## src/rtl/utbp_pkg.sv

```systemverilog
`default_nettype none

package utbp_pkg;

    // Default sizes of the bucket arithmetic.
    localparam int FRACTION_BITS_DEF = 8;
    localparam int BURST_BITS_DEF    = 24;

    // Field widths of the channels.
    localparam int COUNT_W     = 16;
    localparam int SIZE_W      = 17;
    localparam int REFILL_W    = 32;
    localparam int CFG_INDEX_W = 8;
    localparam int CFG_DATA_W  = 32;

    // Register reset values.
    localparam logic [REFILL_W-1:0] REFILL_RESET = 32'd256;
    localparam int MAX_BURST_RESET = 65536;

    // Ethernet and UDP framing overheads, in bytes.
    localparam logic [SIZE_W-1:0] IP_UDP_HDR      = 17'd28;
    localparam logic [SIZE_W-1:0] WIRE_OVERHEAD   = 17'd38;
    localparam logic [SIZE_W-1:0] MIN_ETH_PAYLOAD = 17'd46;

    // Register indexes on the configuration channel.
    localparam logic [CFG_INDEX_W-1:0] REG_REFILL    = 8'd0;
    localparam logic [CFG_INDEX_W-1:0] REG_MAX_BURST = 8'd1;

    typedef enum logic {
        OP_TICK = 1'b0,
        OP_SEND = 1'b1
    } opcode_t;

    typedef enum logic {
        ST_GRANTED = 1'b0,
        ST_BUSY    = 1'b1
    } status_t;

    // Wire bytes of a frame carrying a UDP payload of the given size.
    function automatic logic [SIZE_W-1:0] wire_bytes(input logic [COUNT_W-1:0] payload);
        logic [SIZE_W-1:0] ip;
        ip = SIZE_W'(payload) + IP_UDP_HDR;
        return WIRE_OVERHEAD + ((ip > MIN_ETH_PAYLOAD) ? ip : MIN_ETH_PAYLOAD);
    endfunction

endpackage

`default_nettype wire

```

## src/rtl/utbp_ifs.sv

```systemverilog
`default_nettype none

// Channel carrying ticks and send requests into the pacer.
interface utbp_item_if;
    import utbp_pkg::*;

    logic                 valid;
    logic                 ready;
    opcode_t              opcode;
    logic [COUNT_W-1:0]   byte_count;
    logic                 as_udp_payload;

    modport source (output valid, opcode, byte_count, as_udp_payload, input ready);
    modport sink   (input valid, opcode, byte_count, as_udp_payload, output ready);
endinterface

// Channel carrying grants and busy rejections out of the pacer.
interface utbp_result_if;
    import utbp_pkg::*;

    logic                valid;
    logic                ready;
    status_t             status;
    logic [SIZE_W-1:0]   granted_bytes;

    modport source (output valid, status, granted_bytes, input ready);
    modport sink   (input valid, status, granted_bytes, output ready);
endinterface

// Register write channel.
interface utbp_cfg_if;
    import utbp_pkg::*;

    logic                    valid;
    logic                    ready;
    logic [CFG_INDEX_W-1:0]  index;
    logic [CFG_DATA_W-1:0]   data;

    modport source (output valid, index, data, input ready);
    modport sink   (input valid, index, data, output ready);
endinterface

`default_nettype wire

```

## src/rtl/udp_wire_token_bucket_pacer.sv

```systemverilog
// Token-bucket pacer for Ethernet/UDP sends.
// The item channel takes ticks (opcode OP_TICK) and send requests (OP_SEND).
// A tick adds refill_per_tick to the bucket, saturating at max_burst bytes.
// A send request loads a pending byte count, raw or converted from a UDP
// payload size to wire bytes. All items but busy sends try to take one
// chunk of at most max_burst bytes from the pending count; taking the last
// chunk produces a grant on the result channel. A send request that arrives
// while another is pending gets a busy result; the pending one is untouched.
// The cfg channel writes register 0 (refill_per_tick) or 1 (max_burst); a
// write to either empties the bucket. It is always ready and should be used
// only while no item is in flight.
// An accepted item waits in the input register; the update stage writes any
// result it produces into the result register. Throughput: one item per
// cycle while the result register is not stalled, set by the single update
// stage that reads and writes the bucket and pending state.
// Reset empties the bucket, drops any pending request and loads the register
// defaults. When the receiver stalls, one item waits in the input register
// and the item channel deasserts ready until the result register drains.
`default_nettype none

module udp_wire_token_bucket_pacer #(
    parameter int FRACTION_BITS = utbp_pkg::FRACTION_BITS_DEF,
    parameter int BURST_BITS    = utbp_pkg::BURST_BITS_DEF
) (
    input  wire logic            clk,
    input  wire logic            rst_n,
    utbp_item_if.sink            item,
    utbp_result_if.source        result,
    utbp_cfg_if.sink             cfg
);
    import utbp_pkg::*;

    localparam int LEVEL_W = BURST_BITS + FRACTION_BITS;
    localparam int SUM_W   = ((LEVEL_W > REFILL_W) ? LEVEL_W : REFILL_W) + 1;
    localparam int NEED_W  = SIZE_W + FRACTION_BITS;
    localparam int CMP_W   = (NEED_W > LEVEL_W) ? NEED_W : LEVEL_W;
    localparam int BC_W    = (BURST_BITS > SIZE_W) ? BURST_BITS : SIZE_W;

    // Configuration registers.
    logic [REFILL_W-1:0]   refill_reg, refill_next;
    logic [BURST_BITS-1:0] burst_reg, burst_next;

    // Bucket and pending request state.
    logic [LEVEL_W-1:0]    level_reg, level_next;
    logic                  pend_vld_reg, pend_vld_next;
    logic [SIZE_W-1:0]     pend_rem_reg, pend_rem_next;
    logic [SIZE_W-1:0]     pend_total_reg, pend_total_next;

    // Input register.
    logic                  in_vld_reg, in_vld_next;
    opcode_t               in_op_reg;
    logic [COUNT_W-1:0]    in_count_reg;
    logic                  in_udp_reg;

    // Result register.
    logic                  out_vld_reg, out_vld_next;
    status_t               out_status_reg, out_status_next;
    logic [SIZE_W-1:0]     out_bytes_reg, out_bytes_next;

    logic                  advance;
    logic                  in_take;
    logic                  cfg_take;
    logic [BURST_BITS-1:0] burst_eff;
    logic [LEVEL_W-1:0]    cap;
    logic [SUM_W-1:0]      lvl_sum;
    logic [LEVEL_W-1:0]    level_mid;
    logic [SIZE_W-1:0]     req_size;
    logic                  busy_hit;
    logic                  load_vld;
    logic [SIZE_W-1:0]     load_rem;
    logic [SIZE_W-1:0]     load_total;
    logic [SIZE_W-1:0]     chunk;
    logic [NEED_W-1:0]     need;
    logic                  chunk_ok;
    logic [LEVEL_W-1:0]    drain_level;
    logic [SIZE_W-1:0]     drain_rem;
    logic                  done;
    logic                  has_result;

    // The update stage runs whenever the input register holds an item and the result register can take its output.
    assign advance    = in_vld_reg && (!out_vld_reg || result.ready);
    assign item.ready = !in_vld_reg || advance;
    assign in_take    = item.valid && item.ready;
    assign cfg.ready  = 1'b1;
    assign cfg_take   = cfg.valid;

    assign result.valid         = out_vld_reg;
    assign result.status        = out_status_reg;
    assign result.granted_bytes = out_bytes_reg;

    // A burst of zero behaves as one byte.
    assign burst_eff = (burst_reg == '0) ? BURST_BITS'(1) : burst_reg;
    assign cap       = LEVEL_W'(burst_eff) << FRACTION_BITS;

    // Tick refill with saturation at the bucket capacity.
    always_comb
    begin
        lvl_sum = SUM_W'(level_reg) + SUM_W'(refill_reg);
        if (in_op_reg == OP_TICK)
        begin
            level_mid = (lvl_sum > SUM_W'(cap)) ? cap : LEVEL_W'(lvl_sum);
        end
        else
        begin
            level_mid = level_reg;
        end
    end

    // Request sizing and loading of the pending slot.
    always_comb
    begin
        req_size   = in_udp_reg ? wire_bytes(in_count_reg) : SIZE_W'(in_count_reg);
        busy_hit   = (in_op_reg == OP_SEND) && pend_vld_reg;
        load_vld   = pend_vld_reg;
        load_rem   = pend_rem_reg;
        load_total = pend_total_reg;
        if ((in_op_reg == OP_SEND) && !pend_vld_reg)
        begin
            load_vld   = 1'b1;
            load_rem   = req_size;
            load_total = req_size;
        end
    end

    // Take at most one chunk the bucket covers.
    always_comb
    begin
        chunk       = (BC_W'(load_rem) < BC_W'(burst_eff)) ? load_rem : SIZE_W'(burst_eff);
        need        = NEED_W'(chunk) << FRACTION_BITS;
        chunk_ok    = load_vld && (load_rem != '0) && (CMP_W'(level_mid) >= CMP_W'(need));
        drain_level = level_mid;
        drain_rem   = load_rem;
        if (chunk_ok)
        begin
            drain_level = LEVEL_W'(CMP_W'(level_mid) - CMP_W'(need));
            drain_rem   = load_rem - chunk;
        end
        done = load_vld && (drain_rem == '0);
    end

    // Next state of the pacer and the result register.
    always_comb
    begin
        refill_next     = refill_reg;
        burst_next      = burst_reg;
        level_next      = level_reg;
        pend_vld_next   = pend_vld_reg;
        pend_rem_next   = pend_rem_reg;
        pend_total_next = pend_total_reg;
        has_result      = 1'b0;
        out_status_next = out_status_reg;
        out_bytes_next  = out_bytes_reg;

        if (advance)
        begin
            if (busy_hit)
            begin
                has_result      = 1'b1;
                out_status_next = ST_BUSY;
                out_bytes_next  = req_size;
            end
            else
            begin
                level_next      = drain_level;
                pend_vld_next   = load_vld && !done;
                pend_rem_next   = drain_rem;
                pend_total_next = load_total;
                if (done)
                begin
                    has_result      = 1'b1;
                    out_status_next = ST_GRANTED;
                    out_bytes_next  = load_total;
                end
            end
        end

        // A write to register 0 or 1 empties the bucket.
        if (cfg_take)
        begin
            case (cfg.index)
                REG_REFILL:
                begin
                    refill_next = cfg.data;
                    level_next  = '0;
                end
                REG_MAX_BURST:
                begin
                    burst_next = BURST_BITS'(cfg.data);
                    level_next = '0;
                end
                default:
                begin
                    level_next = level_next;
                end
            endcase
        end

        if (advance)
        begin
            out_vld_next = has_result;
        end
        else if (result.ready)
        begin
            out_vld_next = 1'b0;
        end
        else
        begin
            out_vld_next = out_vld_reg;
        end

        in_vld_next = in_take || (in_vld_reg && !advance);
    end

    // Control and state registers.
    always_ff @(posedge clk or negedge rst_n)
    begin
        if (!rst_n)
        begin
            refill_reg     <= REFILL_RESET;
            burst_reg      <= BURST_BITS'(MAX_BURST_RESET);
            level_reg      <= '0;
            pend_vld_reg   <= 1'b0;
            pend_rem_reg   <= '0;
            pend_total_reg <= '0;
            in_vld_reg     <= 1'b0;
            out_vld_reg    <= 1'b0;
        end
        else
        begin
            refill_reg     <= refill_next;
            burst_reg      <= burst_next;
            level_reg      <= level_next;
            pend_vld_reg   <= pend_vld_next;
            pend_rem_reg   <= pend_rem_next;
            pend_total_reg <= pend_total_next;
            in_vld_reg     <= in_vld_next;
            out_vld_reg    <= out_vld_next;
        end
    end

    // Payload registers.
    always_ff @(posedge clk)
    begin
        if (in_take)
        begin
            in_op_reg    <= item.opcode;
            in_count_reg <= item.byte_count;
            in_udp_reg   <= item.as_udp_payload;
        end
        out_status_reg <= out_status_next;
        out_bytes_reg  <= out_bytes_next;
    end

endmodule

`default_nettype wire
```

## src/flat_wrapper.sv

```systemverilog
// flat-port wrapper written by rule: the top's interface ports become plain ports
module udp_wire_token_bucket_pacer_flat import utbp_pkg::*;
#(
    parameter int FRACTION_BITS = utbp_pkg::FRACTION_BITS_DEF,
    parameter int BURST_BITS    = utbp_pkg::BURST_BITS_DEF
)
  (clk, rst_n, item_valid, item_opcode, item_byte_count, item_as_udp_payload, item_ready, result_valid, result_status, result_granted_bytes, result_ready, cfg_valid, cfg_index, cfg_data, cfg_ready);
  utbp_item_if item_i ();
  utbp_result_if result_i ();
  utbp_cfg_if cfg_i ();
  input  wire logic clk;
  input  wire logic rst_n;
  input wire logic [$bits(item_i.valid)-1:0] item_valid;
  input wire logic [$bits(item_i.opcode)-1:0] item_opcode;
  input wire logic [$bits(item_i.byte_count)-1:0] item_byte_count;
  input wire logic [$bits(item_i.as_udp_payload)-1:0] item_as_udp_payload;
  output wire logic [$bits(item_i.ready)-1:0] item_ready;
  output wire logic [$bits(result_i.valid)-1:0] result_valid;
  output wire logic [$bits(result_i.status)-1:0] result_status;
  output wire logic [$bits(result_i.granted_bytes)-1:0] result_granted_bytes;
  input wire logic [$bits(result_i.ready)-1:0] result_ready;
  input wire logic [$bits(cfg_i.valid)-1:0] cfg_valid;
  input wire logic [$bits(cfg_i.index)-1:0] cfg_index;
  input wire logic [$bits(cfg_i.data)-1:0] cfg_data;
  output wire logic [$bits(cfg_i.ready)-1:0] cfg_ready;
  assign item_i.valid = item_valid;
  assign item_i.opcode = item_opcode;
  assign item_i.byte_count = item_byte_count;
  assign item_i.as_udp_payload = item_as_udp_payload;
  assign item_ready = item_i.ready;
  assign result_valid = result_i.valid;
  assign result_status = result_i.status;
  assign result_granted_bytes = result_i.granted_bytes;
  assign result_i.ready = result_ready;
  assign cfg_i.valid = cfg_valid;
  assign cfg_i.index = cfg_index;
  assign cfg_i.data = cfg_data;
  assign cfg_ready = cfg_i.ready;
  udp_wire_token_bucket_pacer #(.FRACTION_BITS(FRACTION_BITS), .BURST_BITS(BURST_BITS)) u_core (.clk(clk), .rst_n(rst_n), .item(item_i), .result(result_i), .cfg(cfg_i));
endmodule
```

## config.mk

```make
export PLATFORM = sky130hd
export DESIGN_NAME = udp_wire_token_bucket_pacer_flat
export DESIGN_NICKNAME = d
export VERILOG_FILES = /design/src/rtl/utbp_pkg.sv /design/src/rtl/utbp_ifs.sv /design/src/rtl/udp_wire_token_bucket_pacer.sv /design/src/flat_wrapper.sv
export SDC_FILE = /design/constraint.sdc
export NUM_CORES = 1
export LEC_CHECK = 0
export BUFFER_PORTS_ARGS = -buffer_cell sky130_fd_sc_hd__buf_2
export CORE_ASPECT_RATIO = 0.75
export CORE_MARGIN = 2
export CORE_UTILIZATION = 60
export DETAILED_ROUTE_END_ITERATION = 8
export GPL_TIMING_DRIVEN = 0
export PLACE_DENSITY = 0.83
export REMOVE_ABC_BUFFERS = 1
export SKIP_LAST_GASP = 1
export SLEW_MARGIN = 20
export SYNTH_ARGS = -nofsm -noshare
export SYNTH_HDL_FRONTEND = slang
export SYNTH_SLANG_ARGS = --single-unit
```

## constraint.sdc

```tcl
create_clock -name clk -period 15.35 [get_ports clk]
set_input_delay 2.3025 -clock clk [delete_from_list [all_inputs] [get_ports clk]]
set_output_delay 2.3025 -clock clk [all_outputs]
set_load 0.01 [all_outputs]
```

==> metrics.yaml, run 1 <==
rsz0062_at_grt: "no"
synth_ff_type: "dfrtp_1"
p_leak_nw: 6.596
cts_buffers: 17
ys_types: 85
grt_max_degree: 87
outcome: "finished, final reports clean"
setup_violations: 0
slowest_stage: "o311a_1"
ys_seq_area_share_pct: 32.28
rows: 46
cp-start-kind: "flip-flop"
core_area_um2: 21240
initial_utilization_pct: 61.42
cts_tree: "yes"
ys_warn_count: 0
synth-async-reset-ratio_pct: 77.64
drv_slew: 0
holdBufCountCts: 0
cts.clk_slew.worst_paths_ps: 70
p_total_mw: 2.900
antenna_cells: 0
fin_nets: 1679
die_y_um: 131.7
drtAntennaViolNets: 0
cp_max_fo: 21
grt_use_total_pct: 31.43
synth_top_area_share_pct: 23.59
layout_min_cycle_time_ps: 13700
slowest_delay_ps: 960
path_delay_family: "compound AO/OA/AOI/OAI gates"
synth_area_per_cell_um2: 8.880
first_global_vias: 11160
min_period_over_period_pct: 89.24
synth_common_cells: "nand2_1, dfrtp_1, o21ai_0, ha_1, nor2_1"
viasPerCell: 6.479
worst_slew_margin_rel_pct: 23.68
critPathArrivalTime_ps: 13840
firstDrtPassIters: 8
grt_antenna_before_repair: 0
yosysTopAreaCell: "dfrtp_1"
grt-ovfl-total: 0
fin_setup_tns_ps: 0
layout-drive-gt1-share_pct: 14.88
clkSinkCount: 161
crit_required_ps: 15490
wl_per_cell_um: 19.66
io_pins: 84
maxCapViolCount: 0
routed-via-count: 11710
io_buffers: 82
crit_top_cell: "o21ai_0"
syn-cell-area_um2: 13050
ys_seq_elements: 161
ir_worst_vdd_mv: 0.1447
max-clock-path-buffers: 2
fmaxAchievable_mhz: 73.00
post-route-util_pct: 67.48
crit_buf_inv: 1
place_congestion: 0.9509
yosysMostFrequentCell: "nand2_1"
syn_to_final_growth_pct: 9.860
worst_pin_slew_ps: 1145
grt_pass1_wl_um: 57660
drc: 0
powerDensity_nw_per_um2: 202.3
routed_wl_um: 35530
clock_skew_ps: 11.76
die_area_um2: 22950
post_cts_buffers: 0
die_w_um: 174.3
endpoint_kind: "flip-flop"
synthTopCellsByArea: "dfrtp_1, ha_1, edfxtp_1, mux2_2, mux2i_1"
drtIter0Drc: 1288
crit_type: "reg -> reg"
hold_violations: 0
clock_latency_ps: 450
root_buffer: "clkbuf_16"
dp_hpwl_um: 26500
synth_edf_count: 36
syn_inst: 1469
holdCritPathClass: "reg -> reg"
htree_levels: 4
cts_resized: 0
==> cells in the final DEF, fill, tap and decap left out, types with 22 or more instances in the layout <==
cell type  netlist  routed
nor2_1         106     104
nor3_1          39      39
nand4_1         22      22
mux2i_1         61      61
ha_1           107     107
o21ai_0        109     109
buf_2           10      81
nand2_1        147     146
xnor2_1         43      43
mux2_2          70      70
inv_1           56      56
a21o_1          28      28
a21oi_1        100     100
xor2_1          28      28
nor4_1          24      24
nand3_1         31      31
edfxtp_1        36      36
a211oi_1        23      23
dfrtp_1        123     123
==> power breakdown <==
part / internal [mW] / switching (mW) / leakage (nW)
Clock: 0.245 / 0.187 / 0.286
Sequential: 0.529 / 0.0777 / 1.94
Combinational: 0.790 / 1.07 / 4.37
==> worst register-to-register path: cells and delay by family (launching register included) <==
kind / cells / cell delay (ps)
flip-flops: 1 / 630
multiplexers: 1 / 270
AND/OR/NAND/NOR: 10 / 2860
adder cells (fa/ha/maj): 3 / 1210
AO/OA/AOI/OAI: 17 / 8150
buffers and inverters: 1 / 260
==> final cells by class <==
class / instances / area [µm²]
Multi-Input combinational cell: 1179 / 8369
Fill cell: 1659 / 6907
Sequential cell: 161 / 4212
Timing Repair Buffer: 91 / 599.3
Clock buffer: 20 / 446.7
Tap cell: 288 / 360.3
Inverter: 56 / 210.2
Clock inverter: 12 / 133.9
==> logic make-up after synthesis <==
logic type	Yosys count	share of synthesized area, %
adder cells (fa/ha/maj)	110	10.72
other	1	0.02875
XOR/XNOR	71	4.767
multiplexers	131	10.72
buffers and inverters	129	3.990
AND/OR/NAND/NOR	480	18.27
AO/OA/AOI/OAI	386	19.21
flip-flops	161	32.28
==> metal layers <==
| metal | routed length, µm | vias to the layer above | GRT usage [%] |
|---|---|---|---|
| met1 | 16170 | 5589 | 47.06 |
| li1 | - | 5512 | - |
| met2 | 15130 | 543 | 45.70 |
| met5 | 0 | - | 0 |
| met4 | 710 | 0 | 8.543 |
| met3 | 3515 | 63 | 6.597 |
==> final timing paths <==
| path | start | end | slack (ps) | cells past startpoint |
|---|---|---|---|---|
| setup / recovery | u_core.in_count_reg[4]$_DFFE_PP_ | u_core.result.granted_bytes[14]$_DFFE_PP_ | 1650 | 32 |
| hold / removal | u_core.pend_rem_reg[12]$_DFFE_PN0P_ | u_core.pend_rem_reg[12]$_DFFE_PN0P_ | 470 | 2 |
| setup reg to reg | u_core.in_count_reg[4]$_DFFE_PP_ | u_core.result.granted_bytes[14]$_DFFE_PP_ | 1650 | 32 |
| hold reg to reg | u_core.pend_rem_reg[12]$_DFFE_PN0P_ | u_core.pend_rem_reg[12]$_DFFE_PN0P_ | 470 | 2 |
| max in group asynchronous | rst_n | u_core.burst_reg[16]$_DFFE_PN1P_ | 12840 | 2 |
| min in group asynchronous | rst_n | u_core.pend_total_reg[15]$_DFFE_PN0P_ | 1730 | 1 |
==> through the flow <==
step	cell area [µm²]	std cells	setup WS, ps	hold WS, ps
floorplan	12730	1396	4694	438.6
global placement	13510	1766	1085	453.0
detailed placement	13750	1775	2349	459.0
CTS	14330	1807	2240	472.7
global route	14330	1807	695.7	501.7
finish	14330	1807	1651	474.7
(Power assumes the default switching activity.)
==> inputs of run 2 (changes only) <==
--- a/config.mk
+++ b/config.mk
@@ -12,6 +12,7 @@
 export DETAILED_ROUTE_END_ITERATION = 8
 export GPL_TIMING_DRIVEN = 0
 export PLACE_DENSITY = 0.83
+export RECOVER_POWER = 50
 export REMOVE_ABC_BUFFERS = 1
 export SKIP_LAST_GASP = 1
 export SLEW_MARGIN = 20
==> metrics.yaml, run 2 (synthesized netlist as in run 1, its figures left out) <==
die_w_um: 174.3  # unchanged
grt_antenna_before_repair: 0  # unchanged
rows: 46  # unchanged
firstDrtPassIters: 8  # unchanged
p_sw_mw: 1.334  # -0.10%
hold_violations: 0  # unchanged
cts_buffers: 17  # unchanged
die_y_um: 131.7  # unchanged
post_cts_buffers: 0  # unchanged
pwr-share-clk_pct: 14.9  # about the same
violations: "design-rule violations, max-capacitance violations, max-slew violations"
die_area_um2: 22950  # unchanged
drv_slew: 128  # +128
io_buffers: 82  # unchanged
holdCritPathClass: "reg -> reg"
min_period_over_period_pct: 88.88  # -0.36 points
clkSinkCount: 161  # unchanged
switching_share_pct: 46.05  # about the same
routed_wl_um: 35500  # about the same
slowest_stage: "o311a_1"
design_area_um2: 14280  # -0.36%
power_frac_comb_pct: 64.1  # about the same
p_leak_nw: 6.557  # -0.59%
routed-via-count: 11720  # +0.11%
crit_required_ps: 15490  # about the same
cts_resized: 0  # unchanged
p_int_mw: 1.563  # -0.12%
fin_nets: 1679  # unchanged
wl_per_cell_um: 19.65  # about the same
worst_pin_slew_ps: 4644  # +3499 ps
fmaxAchievable_mhz: 73.29  # +0.40%
cp-start-kind: "flip-flop"
endpoint_kind: "flip-flop"
clock_skew_ps: 11.33  # -0.4275 ps
crit_type: "reg -> reg"
max-clock-path-buffers: 2  # unchanged
grt-ovfl-total: 0  # unchanged
grt_use_total_pct: 31.43  # unchanged
place_congestion: 0.9509  # unchanged
layout-drive-gt1-share_pct: 14.22  # -0.66 points
layout_min_cycle_time_ps: 13640  # -55.03 ps
critPathArrivalTime_ps: 13780  # -60 ps
initial_utilization_pct: 61.42  # unchanged
drc: 2  # +2
holdBufCountCts: 0  # unchanged
first_global_vias: 11160  # unchanged
drtIter0Drc: 1329  # +3.2%
viasPerCell: 6.486  # +0.11%
final_cell_mix: "nand2_1, dfrtp_1, o21ai_0, ha_1, nor2_1"
root_buffer: "clkbuf_16"
syn_to_final_growth_pct: 9.466
cts.clk_slew.worst_paths_ps: 70  # about the same
p_seq_share_pct: 21.0  # about the same
antenna_cells: 0  # unchanged
clock_latency_ps: 450  # about the same
io_pins: 84  # unchanged
slowest_delay_ps: 960  # about the same
htree_levels: 4  # unchanged
rsz0062_at_grt: "no"
setup_violations: 0  # unchanged
drtAntennaViolNets: 0  # unchanged
fin_setup_tns_ps: 0  # unchanged
cts_tree: "yes"
ir_worst_vdd_mv: 0.1445  # -0.13%
maxCapViolCount: 2  # +2
powerDensity_nw_per_um2: 202.8  # +0.25%
outcome: "finished, violations left"
dp_hpwl_um: 26500  # unchanged
core_area_um2: 21240  # unchanged
worst_slew_margin_rel_pct: -209.6  # -230 points
layout_commonest_cell: "nand2_1"
crit_top_cell: "o21ai_0"
place_area_um2: 13750  # unchanged
crit_buf_inv: 1  # unchanged
path_delay_family: "compound AO/OA/AOI/OAI gates"
grt_max_degree: 87  # unchanged
cp_max_fo: 21  # unchanged
grt_pass1_wl_um: 57660  # unchanged
==> run 2: cell count changes in the layout (fill, tap and decap cells not counted), sizes merged <==
cell    delta
clkbuf     +9
buf        -9
==> run 2: power by group through the flow <==
stage               logic (mW)  registers, mW  clock network (mW)
finish                    1.86          0.608               0.431
global route              2.06          0.616               0.455
CTS                       1.82          0.604               0.437
detailed placement        1.79          0.610                   0
global placement          1.72          0.610                   0
floorplan                 1.41          0.589                   0
==> run 2: worst min-delay path: cells and delay by family, from the launching register on <==
| kind | cells | cell delay [ps] |
|---|---|---|
| flops | 1 | 350 |
| simple gates | 2 | 100 |
==> run 2: stage by stage <==
step	util [%]	hold slack, ps	cells	setup slack (ps)	total power, mW
global placement	63.59	453.0	1766	1085	2.328
detailed placement	64.73	459.0	1775	2349	2.403
floorplan	-	438.6	1396	4694	1.996
global route	67.24	501.7	1807	695.7	3.127
CTS	67.46	472.7	1807	2240	2.859
finish	67.24	475.5	1807	1706	2.897
==> run 2: final timing paths <==
check / startpoint / end / slack, ps / depth (start not counted)
worst min-delay path: u_core.pend_rem_reg[12]$_DFFE_PN0P_ / u_core.pend_rem_reg[12]$_DFFE_PN0P_ / 480 / 2
max in group asynchronous: rst_n / u_core.refill_reg[31]$_DFFE_PN0P_ / 7440 / 2
worst max register to register: u_core.in_count_reg[4]$_DFFE_PP_ / u_core.result.granted_bytes[14]$_DFFE_PP_ / 1710 / 32
worst min register to register: u_core.pend_rem_reg[12]$_DFFE_PN0P_ / u_core.pend_rem_reg[12]$_DFFE_PN0P_ / 480 / 2
min in group asynchronous: rst_n / u_core.pend_total_reg[16]$_DFFE_PN0P_ / 2540 / 1
worst max-delay path: u_core.in_count_reg[4]$_DFFE_PP_ / u_core.result.granted_bytes[14]$_DFFE_PP_ / 1710 / 32
==> run 2: area by class of cell <==
type	instances	area [µm²]
clock inverters	12	133.9
repair buffers	91	555.5
flip-flops and latches	161	4212
fillers	1669	6958
clock buffers	20	446.7
multi-input cells	1179	8362
inverters	56	210.2
well taps	288	360.3
==> run 2: routing by layer <==
layer	global-route usage [%]	routed length [µm]	share of wire [%]
met1	47.06	16450	46
met2	45.70	14980	42
met3	6.597	3344	9.4
met4	8.543	729	2.1
met5	0	0	0
